`src/design/lwah_pkg.sv`:
```
// ----------------------------------------------------------------------------
// lwah_pkg
// Shared widths, codes and types for the lattice walk block.
// ----------------------------------------------------------------------------
`default_nettype none

package lwah_pkg;

    localparam int POS_W      = 16;   // cell index of a particle
    localparam int SIDE_W     = 9;    // grid_side / hole_divisor registers
    localparam int IDX_W      = 8;    // particle_index field
    localparam int DIR_W      = 3;    // direction field
    localparam int CNT_OUT_W  = 9;    // particle_count field
    localparam int CFG_IDX_W  = 2;
    localparam int CFG_DATA_W = 9;

    localparam int MAX_SIDE          = 256;
    localparam int MAX_PARTICLES_DEF = 256;

    localparam logic [SIDE_W-1:0] SIDE_RESET = 9'd256;
    localparam logic [SIDE_W-1:0] DIV_RESET  = 9'd2;

    // direction codes
    localparam logic [DIR_W-1:0] DIR_NONE  = 3'd0;
    localparam logic [DIR_W-1:0] DIR_UP    = 3'd1;
    localparam logic [DIR_W-1:0] DIR_DOWN  = 3'd2;
    localparam logic [DIR_W-1:0] DIR_LEFT  = 3'd3;
    localparam logic [DIR_W-1:0] DIR_RIGHT = 3'd4;

    // func codes
    localparam logic FUNC_LOAD = 1'b0;
    localparam logic FUNC_MOVE = 1'b1;

    // register indexes
    localparam logic [CFG_IDX_W-1:0] REG_GRID_SIDE    = 2'd0;
    localparam logic [CFG_IDX_W-1:0] REG_HOLE_DIVISOR = 2'd1;
    localparam logic [CFG_IDX_W-1:0] REG_HOLE_ENABLE  = 2'd2;

    // command broadcast along the row of cells
    typedef struct packed {
        logic              load;   // write data into the addressed cell
        logic              shift;  // cells at or above addr take their upper neighbor
        logic [POS_W-1:0]  data;
    } cell_cmd_t;

endpackage

`default_nettype wire

```
`src/design/lwah_div.sv`:
```
// ----------------------------------------------------------------------------
// lwah_div
// Restoring divider, one quotient bit per cycle, 16-bit dividend by 9-bit
// divisor. done pulses for one cycle; results hold until the next start.
// ----------------------------------------------------------------------------
`default_nettype none

module lwah_div (
    input  wire logic                          clk,
    input  wire logic                          rst_n,
    input  wire logic                          start,
    input  wire logic [lwah_pkg::POS_W-1:0]    dividend,
    input  wire logic [lwah_pkg::SIDE_W-1:0]   divisor,
    output logic                               done,
    output logic      [lwah_pkg::POS_W-1:0]    quotient,
    output logic      [lwah_pkg::SIDE_W-1:0]   remainder
);

    localparam int STEP_W = $clog2(lwah_pkg::POS_W);
    localparam logic [STEP_W-1:0] LAST_STEP = STEP_W'(lwah_pkg::POS_W - 1);

    logic                          busy_reg;
    logic                          done_reg;
    logic [STEP_W-1:0]             step_reg;
    logic [lwah_pkg::POS_W-1:0]    quo_reg;
    logic [lwah_pkg::SIDE_W-1:0]   rem_reg;
    logic [lwah_pkg::SIDE_W-1:0]   dvs_reg;

    logic [lwah_pkg::SIDE_W:0]     shifted;
    logic [lwah_pkg::SIDE_W:0]     diff;
    logic                          fits;

    assign shifted = {rem_reg, quo_reg[lwah_pkg::POS_W-1]};
    assign diff    = shifted - {1'b0, dvs_reg};
    assign fits    = (shifted >= {1'b0, dvs_reg});

    always_ff @(posedge clk or negedge rst_n)
    begin
        if (!rst_n)
        begin
            busy_reg <= 1'b0;
            done_reg <= 1'b0;
            step_reg <= '0;
        end
        else
        begin
            done_reg <= 1'b0;
            if (start && !busy_reg)
            begin
                busy_reg <= 1'b1;
                step_reg <= '0;
            end
            else if (busy_reg)
            begin
                step_reg <= step_reg + 1'b1;
                if (step_reg == LAST_STEP)
                begin
                    busy_reg <= 1'b0;
                    done_reg <= 1'b1;
                end
            end
        end
    end

    always_ff @(posedge clk)
    begin
        if (start && !busy_reg)
        begin
            quo_reg <= dividend;
            rem_reg <= '0;
            dvs_reg <= divisor;
        end
        else if (busy_reg)
        begin
            quo_reg <= {quo_reg[lwah_pkg::POS_W-2:0], fits};
            rem_reg <= fits ? diff[lwah_pkg::SIDE_W-1:0] : shifted[lwah_pkg::SIDE_W-1:0];
        end
    end

    assign done      = done_reg;
    assign quotient  = quo_reg;
    assign remainder = rem_reg;

endmodule

`default_nettype wire

```
`config.mk`:
```
export PLATFORM = sky130hd
export DESIGN_NAME = lwah_div
export DESIGN_NICKNAME = d
export VERILOG_FILES = /design/src/design/lwah_pkg.sv /design/src/design/lwah_div.sv
export SDC_FILE = /design/constraint.sdc
export NUM_CORES = 1
export LEC_CHECK = 0
export BUFFER_PORTS_ARGS = -buffer_cell sky130_fd_sc_hd__buf_2
export CORE_ASPECT_RATIO = 0.8
export CORE_MARGIN = 2
export CORE_UTILIZATION = 40
export CTS_CLUSTER_SIZE = 20
export DETAILED_ROUTE_END_ITERATION = 10
export SLEW_MARGIN = 20
export SYNTH_ARGS = -nofsm -noshare
export SYNTH_HDL_FRONTEND = slang
export SYNTH_SLANG_ARGS = --single-unit
```
`constraint.sdc`:
```
create_clock -name clk -period 3.3 [get_ports clk]
set_input_delay 0.165 -clock clk [delete_from_list [all_inputs] [get_ports clk]]
set_output_delay 0.165 -clock clk [all_outputs]
set_load 0.01 [all_outputs]
```
# Yosys cells after proc, flatten, opt, wreduce, memory -nomap -nowiden
# Cells that the tools add are included.
# W data, S select, Z words.
# op_classes
n_addsub	2
order_cmp	1
n_eq_ne	1
muxes	11
reduce_logical	3
# op_table
operator	n
$mux W16	2
$ge A10 B9 Y1	1
$mux W9	1
$sub A9 B9 Y9	1
$mux W4	2
$mux W1	6
$add A4 B1 Y4 const B	1
$eq A4 B4 Y1 const B	1
$reduce_bool A2 Y1	1
$logic_and A1 B1 Y1	1
$logic_not A1 Y1	1
# word_totals
reg_bits	40
out_inout_bits	26
elab_cells	24

# Depth between registers and ports, before layout
# logic_depth
word_depth	4
mapped_depth	10
depth_no_buf	9

# Least setup slack after synthesis
# No wires, ideal clock.
# synth_timing
path_type	flip-flop to flip-flop
startpoint	reg quo_reg (netlist bit quotient[15])
endpoint	reg quo_reg (netlist bit quotient[0]), data pin
arrival_ns	2.121
setup_slack_ns	0.911
stages_incl_launch_ff	10
n_path_buf	1
synth_period_minus_slack_ns	2.389
cell_sequence	edfxtp_1 -> inv_1 -> ha_1 -> inv_1 -> fa_1 -> a211oi_2 -> o31ai_2 -> a211oi_4 -> buf_6 -> mux2i_1
# synth_via
elab_chain_len	3
# synth_lines
item	line	text
start, declared	lwah_div.sv:25	logic [lwah_pkg::POS_W-1:0] quo_reg;
start signal, assigned	lwah_div.sv:69	quo_reg <= dividend;
start signal, assigned	lwah_div.sv:75	quo_reg <= {quo_reg[lwah_pkg::POS_W-2:0], fits};
$ge A10 B9 Y1	lwah_div.sv:35	assign fits = (shifted >= {1'b0, dvs_reg});
$mux W16	lwah_div.sv:73	else if (busy_reg)
$mux W16	lwah_div.sv:67	if (start && !busy_reg)
# No other way between the ends. The select of a mux whose other input is x is not followed.
# A chain may end at the register's enable or synchronous reset.

# Worst setup path in the final report
# layout_timing
startpoint	reg quo_reg (netlist bit quotient[15])
endpoint	reg rem_reg (netlist bit remainder[4])
# layout_via
elab_chain_len	2
elab_cells_between_ends	3
classes_between	1 x add/sub; 1 x order compare; 1 x mux
# layout_lines
item	line	text
$sub A9 B9 Y9 / $ge A10 B9 Y1 (equally long branches)	lwah_div.sv:34, lwah_div.sv:35	
$mux W9 (*)	lwah_div.sv:76	rem_reg <= fits ? diff[lwah_pkg::SIDE_W-1:0] : shifted[lwah_pkg::SIDE_W-1:0];
end signal, assigned	lwah_div.sv:76	
end, declared	lwah_div.sv:26	logic [lwah_pkg::SIDE_W-1:0] rem_reg;
# Mark *: on every way between the ends. The rest lies on a longest branch, timed or not.

==> flow_summary.json <==
{
  "grt_pass1_wl_um": 6390,
  "rrSetupSlack_ps": 670,
  "end_kind": "flip-flop",
  "hold_viol_final": 0,
  "p_leak_nw": 1.04,
  "fillers": 417,
  "placed_cells": 273,
  "syn_to_final_growth_pct": 21.3,
  "hold_end": "dvs_reg[4]$_DFFE_PP_",
  "ios": 54,
  "hp-start": "divisor[4]",
  "syn_nets": 202,
  "final_nets": 260,
  "crit_fanout": 17,
  "synth_cell_types": 41,
  "synthCells": 163,
  "tightest_slew_ps": 891,
  "drtIter0Drc": 128,
  "slew_headroom_pct": 40.3,
  "crit_arrival_ps": 2800,
  "crit_type": "reg -> reg",
  "cts_sinks": 40,
  "drc": 0,
  "antenna_cells": 0,
  "drive_gt1_share_pct": 37.4,
  "seq_area_frac_synth_pct": 54.0,
  "io_buffers": 53,
  "grt_pass1_vias": 1354,
  "dp_slack_ps": 663,
  "dieArea_mm2": 0.00559,
  "cp.required_ps": 3470,
  "final_cell_mix": "buf_2 (53), edfxtp_1 (25), mux2_2 (15), inv_1 (14)",
  "finalNonFillerCells": 282,
  "maxCapViolCount": 0,
  "cts_made_buffers": 5,
  "clockBufferDepth": 2,
  "num_vias": 1459,
  "finalSetupViolCount": 0,
  "timing.hold.ws_ps": 48.0,
  "grt_max_degree": 19,
  "dieWidth_um": 83.1,
  "worstReg2RegStart": "quotient[15]$_DFFE_PP_",
  "ant_nets": 0,
  "hp-class": "in -> reg",
  "start_util_pct": 42.5,
  "wl_per_cell_um": 14.3,
  "p_total_mw": 2.46,
  "grt.overflow.total": 0,
  "hold_depth": 1,
  "placed_area_mm2": 0.00233,
  "largest_reg_flops": 16,
  "setup_slack_ps": 673,
  "viasPerCell": 5.17,
  "clock_latency_ps": 290,
  "cts_root_buf": "clkbuf_8",
  "post-cts-setup-buffer-count": 0,
  "antenna_found_initial": 0,
  "critPathLaunchType": "flip-flop",
  "final_common_cell": "buf_2",
  "final_core_util_pct": 51.6,
  "cts_tree": "yes",
  "groute.usage.overall_pct": 14.9,
  "tns_ps": 0,
  "wl_um": 4020,
  "finalClockSkew_ps": 8.63,
  "max_freq_mhz": 381,
  "gp_congestion": 0.840,
  "netlist_area_mm2": 0.00200,
  "ys_ff_latch": 40,
  "min_period_ps": 2630,
  "yosysWarnings": 0,
  "core_mm2": 0.00471,
  "ir_worst_vdd_uv": 338,
  "clk_pin_slew_ps": 80,
  "post-route-period-util_pct": 79.6,
  "r2r_cells": 9,
  "timing.rr.end": "remainder[4]$_SDFFE_PP0P_",
  "fin_area_mm2": 0.00243,
  "drt-pass1-iter-count": 4,
  "fp-row-count": 22,
  "htreeDepth": 2,
  "p_per_area_mw_per_mm2": 1010,
  "postSynthAreaPerCell_um2": 12.3,
  "outcome": "completed",
  "rsz0062_at_grt": "no",
  "dp.final_hpwl_um": 3050,
  "drv_slew": 0,
  "cts.repair.resized": 0,
  "die_h_um": 67.3
}
[critical path, stage by stage (launching register included)]
cell and delay [ps]:
edfxtp_1 410, inv_1 80, ha_1 160, inv_1 50
fa_1 400, a211oi_2 260, o31ai_2 150, a211oi_4 650
mux2i_1 280, o21ai_1 70
[repair_timing]
item / 4_1_cts / 5_1_grt
endpoints found under the setup margin: 0 / 0
hold buffers: 1 / 0
endpoints found under the hold margin: 6 / 0
[cell type report]
cell class	count	area [um2]	share of cell area [%]
Clock buffer	6	72.6	2.99
Clock inverter	2	11.3	0.464
Inverter	14	52.6	2.16
Multi-Input combinational cell	103	837	34.5
Sequential cell	40	1080	44.5
Tap cell	60	75.1	3.09
Timing Repair Buffer	57	298	12.3
[cell usage after synthesis]
cell type | instances | area, um2
nand3b_1 | 2 | 15.0
a22o_1 | 1 | 8.76
o21ai_1 | 2 | 10.0
dfxtp_1 | 9 | 180
nand2_1 | 10 | 37.5
o21ai_0 | 6 | 30.0
o21bai_1 | 1 | 7.51
o31ai_1 | 4 | 30.0
buf_6 | 1 | 11.3
a211oi_2 | 1 | 12.5
ha_1 | 10 | 125
a32oi_1 | 4 | 35.0
nor2_1 | 6 | 22.5
fa_1 | 1 | 20.0
nand3_1 | 6 | 30.0
nor3_1 | 1 | 5.00
a31oi_1 | 1 | 6.26
and3_1 | 1 | 6.26
o2111ai_1 | 1 | 8.76
xnor2_1 | 5 | 43.8
dfrtp_1 | 6 | 150
inv_1 | 14 | 52.6
mux2_2 | 15 | 169
a211oi_1 | 1 | 7.51
a21oi_1 | 3 | 15.0
edfxtp_1 | 25 | 751
o311ai_1 | 2 | 17.5
a211oi_4 | 1 | 20.0
nor2b_1 | 2 | 12.5
mux2i_1 | 3 | 30.0
xor2_1 | 2 | 17.5
a21o_1 | 2 | 15.0
nand4_1 | 1 | 6.26
buf_2 | 3 | 15.0
nand2b_1 | 2 | 12.5
a211o_1 | 1 | 8.76
clkbuf_1 | 2 | 7.51
o31a_2 | 1 | 10.0
o31ai_2 | 1 | 12.5
o311ai_0 | 1 | 8.76
and4_1 | 2 | 17.5
[report_power, final]
| part | internal [mW] | switching (mW) |
|---|---|---|
| sequential | 0.799 | 0.170 |
| clock | 0.148 | 0.171 |
| combinational | 0.557 | 0.618 |
| total | 1.50 | 0.959 |
[worst max-delay path by stage]
stage / start / end / slack (ps)
2_1_floorplan: quotient[15]$_DFFE_PP_ / quotient[0]$_DFFE_PP_ / 910
3_3_place_gp: quotient[15]$_DFFE_PP_ / remainder[1]$_SDFFE_PP0P_ / 760
3_5_place_dp: quotient[15]$_DFFE_PP_ / remainder[4]$_SDFFE_PP0P_ / 660
4_1_cts: quotient[15]$_DFFE_PP_ / remainder[4]$_SDFFE_PP0P_ / 660
5_1_grt: quotient[15]$_DFFE_PP_ / remainder[4]$_SDFFE_PP0P_ / 430
6_report: quotient[15]$_DFFE_PP_ / remainder[4]$_SDFFE_PP0P_ / 670
[layer usage]
metal	share of wire [%]	global-route usage (%)
met1	48	19.5
met2	46	24.4
met5	0	0
met3	5.4	3.79
met4	0.90	5.53
[cell families (layout without fill, tap and decap cells)]
kind of cell / after synthesis / in the layout / synth area share [%]
xor gates and xnor gates: 7 / 7 / 3.06
muxes: 18 / 18 / 9.94
DFF: 40 / 40 / 54.0
buffers and inverters: 20 / 79 / 4.31
and+or+nand+nor: 33 / 33 / 8.25
AOI/OAI and AO/OA: 34 / 34 / 13.2
adders and majority gates: 11 / 11 / 7.25
Note: power is estimated with default switching activity, not from simulation.
