==> src/design/lwah_pkg.sv <==
// ----------------------------------------------------------------------------
// lwah_pkg
// Shared widths, codes and types for the lattice walk block.
// ----------------------------------------------------------------------------
`default_nettype none

package lwah_pkg;

    localparam int POS_W      = 16;   // cell index of a particle
    localparam int SIDE_W     = 9;    // grid_side / hole_divisor registers
    localparam int IDX_W      = 8;    // particle_index field
    localparam int DIR_W      = 3;    // direction field
    localparam int CNT_OUT_W  = 9;    // particle_count field
    localparam int CFG_IDX_W  = 2;
    localparam int CFG_DATA_W = 9;

    localparam int MAX_SIDE          = 256;
    localparam int MAX_PARTICLES_DEF = 256;

    localparam logic [SIDE_W-1:0] SIDE_RESET = 9'd256;
    localparam logic [SIDE_W-1:0] DIV_RESET  = 9'd2;

    // direction codes
    localparam logic [DIR_W-1:0] DIR_NONE  = 3'd0;
    localparam logic [DIR_W-1:0] DIR_UP    = 3'd1;
    localparam logic [DIR_W-1:0] DIR_DOWN  = 3'd2;
    localparam logic [DIR_W-1:0] DIR_LEFT  = 3'd3;
    localparam logic [DIR_W-1:0] DIR_RIGHT = 3'd4;

    // func codes
    localparam logic FUNC_LOAD = 1'b0;
    localparam logic FUNC_MOVE = 1'b1;

    // register indexes
    localparam logic [CFG_IDX_W-1:0] REG_GRID_SIDE    = 2'd0;
    localparam logic [CFG_IDX_W-1:0] REG_HOLE_DIVISOR = 2'd1;
    localparam logic [CFG_IDX_W-1:0] REG_HOLE_ENABLE  = 2'd2;

    // command broadcast along the row of cells
    typedef struct packed {
        logic              load;   // write data into the addressed cell
        logic              shift;  // cells at or above addr take their upper neighbor
        logic [POS_W-1:0]  data;
    } cell_cmd_t;

endpackage

`default_nettype wire

==> src/design/lwah_cell.sv <==
// ----------------------------------------------------------------------------
// lwah_cell
// One slot of the particle table: holds a position, loads it when addressed,
// takes the upper neighbor's position on a compaction shift.
// ----------------------------------------------------------------------------
`default_nettype none

module lwah_cell #(
    parameter int AW    = 8,
    parameter int INDEX = 0
) (
    input  wire logic                         clk,
    input  wire logic [AW-1:0]                addr,
    input  wire lwah_pkg::cell_cmd_t          cmd,
    input  wire logic [lwah_pkg::POS_W-1:0]   nbr_pos,
    output logic      [lwah_pkg::POS_W-1:0]   pos,
    output logic      [lwah_pkg::POS_W-1:0]   rd_data
);

    logic [lwah_pkg::POS_W-1:0] pos_reg;
    logic [lwah_pkg::POS_W-1:0] pos_next;
    logic                       hit;

    assign hit = (addr == AW'(INDEX));

    always_comb
    begin
        pos_next = pos_reg;
        if (cmd.load && hit)
        begin
            pos_next = cmd.data;
        end
        else if (cmd.shift && (AW'(INDEX) >= addr))
        begin
            pos_next = nbr_pos;
        end
    end

    always_ff @(posedge clk)
    begin
        pos_reg <= pos_next;
    end

    assign pos     = pos_reg;
    // gated so the top can OR all cells into one read word
    assign rd_data = hit ? pos_reg : '0;

endmodule

`default_nettype wire

==> config.mk <==
export PLATFORM = sky130hd
export DESIGN_NAME = lwah_cell
export DESIGN_NICKNAME = d
export VERILOG_FILES = /design/src/design/lwah_pkg.sv /design/src/design/lwah_cell.sv
export SDC_FILE = /design/constraint.sdc
export NUM_CORES = 1
export LEC_CHECK = 0
export BUFFER_PORTS_ARGS = -buffer_cell sky130_fd_sc_hd__buf_4
export CORE_ASPECT_RATIO = 1.2
export CORE_MARGIN = 2
export CORE_UTILIZATION = 37
export CTS_CLUSTER_SIZE = 28
export DETAILED_ROUTE_END_ITERATION = 16
export HOLD_SLACK_MARGIN = 0.06
export PLACE_DENSITY = 0.83
export SLEW_MARGIN = 40
export SYNTH_ARGS = -nofsm -noshare
export SYNTH_HDL_FRONTEND = slang
export SYNTH_SLANG_ARGS = --single-unit
==> constraint.sdc <==
create_clock -name clk -period 2.15 [get_ports clk]
set_input_delay 0.215 -clock clk [delete_from_list [all_inputs] [get_ports clk]]
set_output_delay 0.215 -clock clk [all_outputs]
set_load 0.02 [all_outputs]
Word level (Yosys, flattened, before mapping)
Index checks and enable logic that the tools add are counted.
{"block": "op_classes", "order_cmp": 1, "n_mux": 3, "reduce_logical": 4}
{"op": "16-bit two-way mux", "n": 3}
{"op": "1-bit by 8-bit >= comparator with 1-bit output, first input constant", "n": 1}
{"op": "8-bit logical NOT", "n": 1}
{"op": "1-bit logical AND", "n": 2}
{"op": "2-bit nonzero test", "n": 1}
{"block": "word_totals", "ff_bits": 16, "input_bits": 43, "output_inout_bits": 32, "word_cells": 9}

Logic depth before layout (Yosys ltp)
Gate-level depths: netlist of run 1.
{"block": "logic_depth", "ltp_word": 4, "mapped_depth": 4, "depth_no_buf": 3}

Worst setup path before layout of run 1
No wires, ideal clock.
{"block": "synth_timing", "kind": "in2reg", "start": "in addr[5]", "end": "reg pos_reg, in the netlist pos[0], enable pin", "setup_ns": 0.365, "t_arrival_ns": 1.494, "required_time_ns": 1.785, "setup_slack_ns": 0.291, "path_stages": 3, "n_path_buf": 1, "cell_sequence": "nor4_2 > clkbuf_1 > o211a_1"}
{"block": "synth_between", "elab_chain_cells": 3, "word_cells_on_any_way": 5, "cone_classes": "1 x order compare; 4 x reduce/logical"}
{"element": "start: declaration", "line": "lwah_cell.sv:13", "source": "input wire logic [AW-1:0] addr,"}
{"element": "1-bit by 8-bit >= comparator with 1-bit output / 8-bit logical NOT (equally long branches)", "line": "lwah_cell.sv:33, lwah_cell.sv:24"}
{"element": "1-bit logical AND, on equally long branches", "line": "lwah_cell.sv:33, lwah_cell.sv:29"}
{"element": "2-bit nonzero test (no line) *"}
{"element": "end signal: assignment", "line": "lwah_cell.sv:41", "source": "pos_reg <= pos_next;"}
{"element": "end: declaration", "line": "lwah_cell.sv:20", "source": "logic [lwah_pkg::POS_W-1:0] pos_reg;"}
Mark *: on every way between the ends. The rest lies on a longest branch, timed or not.
A chain may end at the register's enable or synchronous reset.

Final worst setup path of run 1
{"block": "layout_timing", "start": "in addr[5]", "end": "out rd_data[3] (netlist name)"}
{"block": "layout_between", "elab_chain_cells": 2}
{"element": "8-bit logical NOT", "line": "lwah_cell.sv:24", "source": "assign hit = (addr == AW'(INDEX));"}
{"element": "16-bit two-way mux", "line": "lwah_cell.sv:46", "source": "assign rd_data = hit ? pos_reg : '0;"}
{"element": "end: declaration", "line": "lwah_cell.sv:17", "source": "output logic [lwah_pkg::POS_W-1:0] rd_data"}
No other way between the ends.

==> flow_summary.toml, run 1 <==
[run_status]
outcome = "completed"

[critical_path]
worstSetupPathType = "in2out"
worstPathMaxFanout = 17
critical_path.endpoint_type = "output pin"
worst_setup_path_start_kind = "input port"
cp_data_required_time_ns = 1.93
worst-endpoint-arrival_ns = 1.31

[min_path]
worst_hold_path_type = "in2reg"
min_path_cells = 2
whs_endpoint = "pos[14]"
min_from = "nbr_pos[14]"

[route]
detailedRoute.firstPassIterationCount = 4
vias = 777
drc = 0
drt_iter0_markers = 22
route.detailed.wl_per_inst_um = 14.2
route.final.wire_length_um = 2330
vias_per_cell = 4.74
ant_nets = 0

[synth]
synth_seq_area_share_pct = 54.7
post_synth_main_area_contributors = "sky130_fd_sc_hd__edfxtp_1 (55%), sky130_fd_sc_hd__mux2_4 (17%), sky130_fd_sc_hd__mux2_2 (7.7%)"
ys_warn_count = 0
post_synth_net_total = 98
synth_area_leader_cell = "sky130_fd_sc_hd__edfxtp_1"
synth_cell_types = 10
synthesized_instance_count = 55
synth.ff_latch_count = 16
synthDominantCellAreaShare_pct = 54.7
avgSynthCellArea_um2 = 16.0
synth.cell_area_um2 = 878

[global_route]
grt_first_pass_wirelength_um = 3660
gr-usage-met3_pct = 3.14
grt_max_degree = 18
top_usage_layer = "met2"
grt-ovfl-total = 0
number_of_antenna_violations_at_the_first_check_in_global_routing = 0
fraction_of_met2_tracks_used_by_global_routing_pct = 33.7
global_route.usage.met1_pct = 17.7
gr-usage-all-layers_pct = 17.7
grt_pass1_vias = 789

[cts]
cts_tree = "done"
clock_tree.root_cell = "sky130_fd_sc_hd__clkbuf_4"
cts_inserted_buffers = 3
path_clk_slew_ns = 0.09
cts_max_path_buffers = 2
cts.sink_count = 16
cts_hold_buf = 0
postCtsResizedCells = 0
cts_max_level = 1
post_cts_buffers = 0

[final_layout]
final_net_count = 177
nFillCells = 192
antenna-diode-count = 0
drive_gt1_share_pct = 79.7
number_of_flip_flops_in_the_largest_register = 16
layout.cells.non_filler = 164
postLayoutCellArea_um2 = 1500
commonest_non_fill_non_tap_cell_in_the_layout = "sky130_fd_sc_hd__buf_4"
layout_common_cells = "sky130_fd_sc_hd__buf_4 (77), sky130_fd_sc_hd__edfxtp_1 (16), sky130_fd_sc_hd__mux2_4 (10), sky130_fd_sc_hd__and3_1 (9), sky130_fd_sc_hd__and3_2 (7)"
layout-area-overhead-vs-synth_pct = 71.1

[place]
finalWeightedCongestion = 0.675
detailed_place_hpwl_um = 1910
total_placed_instance_area_um2 = 1480
numPlacedInstances = 160
placement.io_buffers = 74

[timing]
period_needed_ns = 1.52
rsz0062_at_grt = "no"
slew_headroom_pct = 74.3
maxClockFrequency_mhz = 658
tns_ns = 0
timing_worst_slew_pin_value_ns = 0.382
finalHoldViolations = 0
maxSlewViolCount = 0
setup_viol = 0
post-route-period-util_pct = 70.7

[power_and_ir_drop]
power_w = 0.000600
power_share_of_the_combinational_group_pct = 15.5
sequentialPowerShare_pct = 57.4
ir_worst_vdd_mv = 0.357
clock_power_share_pct = 27.1
leakagePower_nw = 0.771
fraction_of_power_spent_switching_nets_pct = 20.0
total_switching_power_w = 0.000120
power_density_nw_per_um2 = 399
internal_power_w = 0.000480

[die]
die_width_um = 48.5
core_region_area_um2 = 2280
start_util_pct = 38.5
chipHeight_um = 57.4
floorplan.die_area_um2 = 2780
ioPinCount = 75
fp-row-count = 19

[flow_run]
max-cap-violations = 0
[critical path, stage by stage]
cell and delay, ns:
sky130_fd_sc_hd__buf_4 0.11, sky130_fd_sc_hd__nor4_2 0.40, sky130_fd_sc_hd__buf_4 0.26, sky130_fd_sc_hd__and3_2 0.19
sky130_fd_sc_hd__buf_4 0.13
[layout make-up]
| class | count | area, µm² | share of cell area [%] |
|---|---|---|---|
| clock inverter | 1 | 3.75 | 0.250 |
| tap | 31 | 38.8 | 2.58 |
| multi-input combinational | 36 | 379 | 25.2 |
| timing repair buffer | 77 | 578 | 38.5 |
| clock buffer | 3 | 22.5 | 1.50 |
| sequential | 16 | 480 | 32.0 |
[metrics by stage]
stage | worst slack, ns | hold WS (ns) | utilization, %
global route | 0.543 | 0.210 | 65.8
CTS | 0.616 | 0.212 | 65.8
detailed placement | 0.430 | 0.518 | 64.7
finish | 0.629 | 0.218 | 65.8
floorplan | 0.291 | 0.432 | -
global placement | 0.473 | 0.518 | 64.7
[Yosys cell counts]
cell / count
sky130_fd_sc_hd__and3_1: 9
sky130_fd_sc_hd__mux2_2: 6
sky130_fd_sc_hd__and3_2: 7
sky130_fd_sc_hd__clkbuf_1: 2
sky130_fd_sc_hd__mux2_4: 10
sky130_fd_sc_hd__edfxtp_1: 16
sky130_fd_sc_hd__buf_6: 1
sky130_fd_sc_hd__nand3_4: 1
sky130_fd_sc_hd__o211a_1: 1
sky130_fd_sc_hd__nor4_2: 2
[worst max-delay path by stage]
stage,startpoint,to
finish,addr[5],rd_data[3]
detailed placement,addr[1],pos[5]
global route,addr[5],rd_data[2]
global placement,addr[5],pos[3]
floorplan,addr[5],pos[0]
CTS,addr[5],rd_data[3]
[logic make-up (layout without fill, tap and decap cells)]
group,count (synthesis),in the layout,synth area share [%]
and+or+nand+nor,19,19,17.2
AOI/OAI and AO/OA,1,1,1.14
muxes,16,16,24.8
buffers and inverters,3,81,2.14
DFF,16,16,54.7
[metal layers]
layer  up-vias  share of wire, %  wire length [µm]
li1        372                 -                 -
met4         0               1.3                31
met3         4               7.5               174
met5         -                 0                 0
met2        40                57              1330
met1       361                34               795
[power by group through the flow]
stage	Combinational [W]	Sequential (W)	Clock, W
4_1_cts	0.0000936	0.000344	0.000165
3_3_place_gp	0.0000913	0.000351	0
3_5_place_dp	0.0000935	0.000351	0
5_1_grt	0.000100	0.000344	0.000174
2_1_floorplan	0.0000254	0.000352	0
6_report	0.0000931	0.000344	0.000163
(Power assumes the default switching activity.)
==> run 2, diff against run 1 <==
Settings changed: CORE_UTILIZATION 37 to 34, PLACE_DENSITY 0.83 to 0.81.
Clock period 2.15 ns to 1.3 ns, I/O delays scaled along.
==> run 2 against run 1 <==
Against the previous run:
- wire length up 8.3%
- hold slack worse by 0.078 ns
- non-clock buffer count up 2
- critical path depth up 1
- cell count up 2.4%
- setup slack worse by 0.60 ns
- combinational power up 79%
- flip-flop and latch count unchanged
- count of clock-buffer cells in the layout unchanged
- design area up 4.2%
- total power up 65%
- critical endpoint is now pos[8]
==> flow_summary.toml, run 2 (synthesis results as in run 1) <==
[cts]
path_clk_slew_ns = 0.08
cts_hold_buf = 0
cts_max_path_buffers = 2
cts_max_level = 1
cts_tree = "done"
cts_inserted_buffers = 3
cts.sink_count = 16
clock_tree.root_cell = "sky130_fd_sc_hd__clkbuf_4"

[final_layout]
drive_gt1_share_pct = 80.7
layout.cells.non_filler = 168
final_net_count = 179
layout_common_cells = "sky130_fd_sc_hd__buf_4 (76), sky130_fd_sc_hd__edfxtp_1 (16), sky130_fd_sc_hd__mux2_4 (10), sky130_fd_sc_hd__and3_1 (9), sky130_fd_sc_hd__and3_2 (7)"
layout-area-overhead-vs-synth_pct = 78.2
commonest_non_fill_non_tap_cell_in_the_layout = "sky130_fd_sc_hd__buf_4"
antenna-diode-count = 0
postLayoutCoreUtil_pct = 62.6
number_of_flip_flops_in_the_largest_register = 16

[die]
start_util_pct = 35.1
core_region_area_um2 = 2500
chipHeight_um = 59.7
fp-row-count = 20
die_width_um = 50.4
floorplan.die_area_um2 = 3010
ioPinCount = 75

[power_and_ir_drop]
fraction_of_power_spent_switching_nets_pct = 19.4
clock_power_share_pct = 25.7
ir_worst_vdd_mv = 0.391
power_share_of_the_combinational_group_pct = 16.9
sequentialPowerShare_pct = 57.4
total_switching_power_w = 0.000193
power_density_nw_per_um2 = 633
leakagePower_nw = 0.787
internal_power_w = 0.000798

[timing]
post-route-period-util_pct = 97.4
setup_viol = 0
finalHoldViolations = 0
slew_headroom_pct = 82.3
period_needed_ns = 1.27
maxSlewViolCount = 0
timing_worst_slew_pin_value_ns = 0.264
rsz0062_at_grt = "no"
maxClockFrequency_mhz = 790

[min_path]
worst_hold_path_type = "in2reg"

[critical_path]
path_depth = 6
critical_path.endpoint_type = "flop"
cp_data_required_time_ns = 1.34
worstPathMaxFanout = 16
timing.critical_path.to = "pos[8]"
critical_path_cell_by_cell = "buf_4, nor4_4, buf_4, nand3_4, buf_12, mux2_4"
worstPathBufferInverterCount = 3
path_common_cell = "sky130_fd_sc_hd__buf_4"
setup.worst_path.start = "addr[2]"
worst_setup_path_start_kind = "input port"
worst_path_largest_cell_delay_ns = 0.32
worstSetupPathType = "in2reg"
critical_path.slowest_cell = "sky130_fd_sc_hd__nor4_4"
worst-endpoint-arrival_ns = 1.31
path_delay_family = "buffers and inverters"

[route]
detailedRoute.firstPassIterationCount = 3
drt_iter0_markers = 9
vias_per_cell = 4.68
route.final.wire_length_um = 2520
route.detailed.wl_per_inst_um = 15.0
ant_nets = 0
drc = 0
vias = 786

[global_route]
number_of_antenna_violations_at_the_first_check_in_global_routing = 0
grt_first_pass_wirelength_um = 3390
grt_max_degree = 18
grt-ovfl-total = 0
grt_pass1_vias = 771
gr-usage-all-layers_pct = 15.5

[place]
numPlacedInstances = 162
placement.io_buffers = 74
finalWeightedCongestion = 0.658
detailed_place_hpwl_um = 1990

[run_status]
outcome = "completed"

[flow_run]
max-cap-violations = 0
==> run 2: changes by cell type in the layout (fill, tap and decap cells not counted), sizes merged <==
cell	delta
buf	+2
==> run 2: worst min path at each step <==
stage | from | cells after the start | endpoint
2_1_floorplan | nbr_pos[10] | 1 | pos[10]
3_3_place_gp | nbr_pos[7] | 2 | pos[7]
3_5_place_dp | nbr_pos[14] | 2 | pos[14]
4_1_cts | nbr_pos[14] | 2 | pos[14]
5_1_grt | cmd[5] | 2 | pos[5]
6_report | nbr_pos[14] | 2 | pos[14]
==> run 2: final cells by class <==
type,instances,area [µm²]
Sequential cell,16,480
Clock inverter,1,3.75
Clock buffer,3,22.5
Multi-Input combinational cell,36,404
Timing Repair Buffer,79,613
Fill cell,196,937
Tap cell,33,41.3
==> run 2: power groups by stage <==
stage	clock, W	combinational [W]	sequential (W)
2_1_floorplan	0	0.0000443	0.000582
3_3_place_gp	0	0.000158	0.000581
3_5_place_dp	0	0.000164	0.000581
4_1_cts	0.000266	0.000165	0.000569
5_1_grt	0.000281	0.000176	0.000569
6_report	0.000255	0.000167	0.000569
==> run 2: stage by stage <==
| step | hold WS (ns) | worst slack (ns) | setup TNS, ns | instance area [µm²] | power [W] |
|---|---|---|---|---|---|
| final | 0.140 | 0.0337 | 0 | 1570 | 0.000991 |
| after global routing | 0.124 | 0.0316 | 0 | 1570 | 0.00103 |
| after CTS | 0.131 | 0.00949 | 0 | 1550 | 0.00100 |
| after detailed placement | 0.434 | -0.211 | -6.02 | 1520 | 0.000745 |
| after global placement | 0.434 | -0.139 | -4.14 | 1520 | 0.000739 |
| after floorplan | 0.347 | -0.136 | -3.31 | 905 | 0.000627 |
==> run 2: per-layer routing <==
metal,routed length (µm),global-route usage (%),vias to the layer above
li1,-,-,379
met1,807,14.8,361
met2,1480,29.5,39
met3,160,2.50,7
met4,72,11.6,0
met5,0,0,-
==> run 2: repair_timing <==
item,in CTS,in global routing
pin swaps,0,2
endpoints found under the setup margin,10,16
buffers inserted,0,2
resized for setup,2,0
==> run 3, diff against run 2 <==
Settings changed: CORE_ASPECT_RATIO 1.2 to 1.5.
==> run 3 against run 2 <==
Against the previous run:
- sequential power about the same
- via count shrank 4.7%
- critical path depth shrank 1
- critical endpoint is now rd_data[2]
- count of clock-buffer cells in the layout unchanged
- highest routed layer unchanged
- clock power down 12%
==> flow_summary.toml, run 3 (synthesis results as in run 1) <==
[timing]
slew_headroom_pct = 78.9
maxClockFrequency_mhz = 788
period_needed_ns = 1.27
finalHoldViolations = 0
rsz0062_at_grt = "yes"
setup_viol = 0
post-route-period-util_pct = 97.6
maxSlewViolCount = 0
timing_worst_slew_pin_value_ns = 0.314

[power_and_ir_drop]
total_switching_power_w = 0.000164
internal_power_w = 0.000792
ir_worst_vdd_mv = 0.492
clock_power_share_pct = 23.6
leakagePower_nw = 0.772
power_w = 0.000956
sequentialPowerShare_pct = 59.5
power_share_of_the_combinational_group_pct = 16.9
power_density_nw_per_um2 = 619
fraction_of_power_spent_switching_nets_pct = 17.1

[critical_path]
critical_path.slowest_cell = "sky130_fd_sc_hd__nor4_4"
worstSetupPathType = "in2out"
path_delay_family = "simple AND/OR/NAND/NOR gates"
worstPathMaxFanout = 17
worst-endpoint-arrival_ns = 1.14
cp_data_required_time_ns = 1.17
critical_path.endpoint_type = "output pin"
path_common_cell = "sky130_fd_sc_hd__buf_4"
worst_setup_path_start_kind = "input port"
worst_path_largest_cell_delay_ns = 0.36
worstPathBufferInverterCount = 3
critical_path_cell_by_cell = "buf_4, nor4_4, buf_6, and3_4, buf_4"

[min_path]
worst_hold_path_type = "in2reg"

[route]
route.detailed.wl_per_inst_um = 13.6
route.final.wire_length_um = 2130
drc = 0
detailedRoute.firstPassIterationCount = 4
vias = 749
vias_per_cell = 4.80
ant_nets = 0
drt_iter0_markers = 9

[final_layout]
nFillCells = 198
postLayoutCoreUtil_pct = 63.0
commonest_non_fill_non_tap_cell_in_the_layout = "sky130_fd_sc_hd__buf_4"
antenna-diode-count = 0
drive_gt1_share_pct = 81.8
final_net_count = 177
number_of_flip_flops_in_the_largest_register = 16
postLayoutCellArea_um2 = 1540
layout_common_cells = "sky130_fd_sc_hd__buf_4 (74), sky130_fd_sc_hd__edfxtp_1 (16), sky130_fd_sc_hd__mux2_4 (10), sky130_fd_sc_hd__and3_1 (8)"
layout-area-overhead-vs-synth_pct = 75.8

[run_status]
outcome = "completed"

[cts]
path_clk_slew_ns = 0.07
cts_hold_buf = 0
cts_tree = "done"
cts_max_level = 1
clock_tree.root_cell = "sky130_fd_sc_hd__clkbuf_4"
cts_inserted_buffers = 3
cts_max_path_buffers = 2
cts.sink_count = 16
post_cts_buffers = 0

[place]
placement.io_buffers = 74
total_placed_instance_area_um2 = 1510
finalWeightedCongestion = 0.749

[global_route]
grt_max_degree = 18
grt-ovfl-total = 0
grt_pass1_vias = 776
number_of_antenna_violations_at_the_first_check_in_global_routing = 0
grt_first_pass_wirelength_um = 3080
gr-usage-all-layers_pct = 14.4

[die]
fp-row-count = 22
core_region_area_um2 = 2450
start_util_pct = 35.9
floorplan.die_area_um2 = 3010
die_width_um = 45.5
ioPinCount = 75
chipHeight_um = 66.3

[flow_run]
max-cap-violations = 0
==> run 3: final cells by class <==
cell class	count	area (µm²)	share of cell area [%]
Clock buffer	3	22.5	1.46
Tap cell	24	30.0	1.94
Sequential cell	16	480	31.1
Timing Repair Buffer	77	598	38.7
Multi-Input combinational cell	36	413	26.7
==> run 3: repair_timing <==
item / in CTS / in global routing
hold endpoints to repair: 0 / 0
setup endpoints to repair: 0 / 15
gates resized for setup: 0 / 4
==> run 3: final timing paths <==
kind        from    endpoint  slack (ns)  depth (start not counted)
max      addr[5]  rd_data[2]        0.03                          5
min   nbr_pos[5]      pos[5]        0.16                          2
==> run 3: layer usage <==
metal	wire, µm	track usage (%)	vias to the layer above
met4	53	12.5	0
met5	0	0	-
met3	147	1.64	4
li1	-	-	371
met1	639	12.8	337
met2	1290	26.2	37
==> run 3: power by group through the flow <==
stage	clock [W]	combinational, W	sequential [W]
3_3_place_gp	0	0.000157	0.000581
6_report	0.000225	0.000161	0.000569
4_1_cts	0.000235	0.000161	0.000569
2_1_floorplan	0	0.0000443	0.000582
3_5_place_dp	0	0.000161	0.000581
5_1_grt	0.000261	0.000172	0.000569
==> run 3: stage by stage <==
step	hold WS, ns	cells	setup TNS [ns]	setup slack, ns
floorplan	0.347	55	-3.31	-0.136
global placement	0.435	153	-3.96	-0.134
detailed placement	0.433	153	-4.37	-0.155
CTS	0.151	156	0	0.00321
global route	0.143	156	-0.00119	-0.00119
finish	0.158	156	0	0.0311
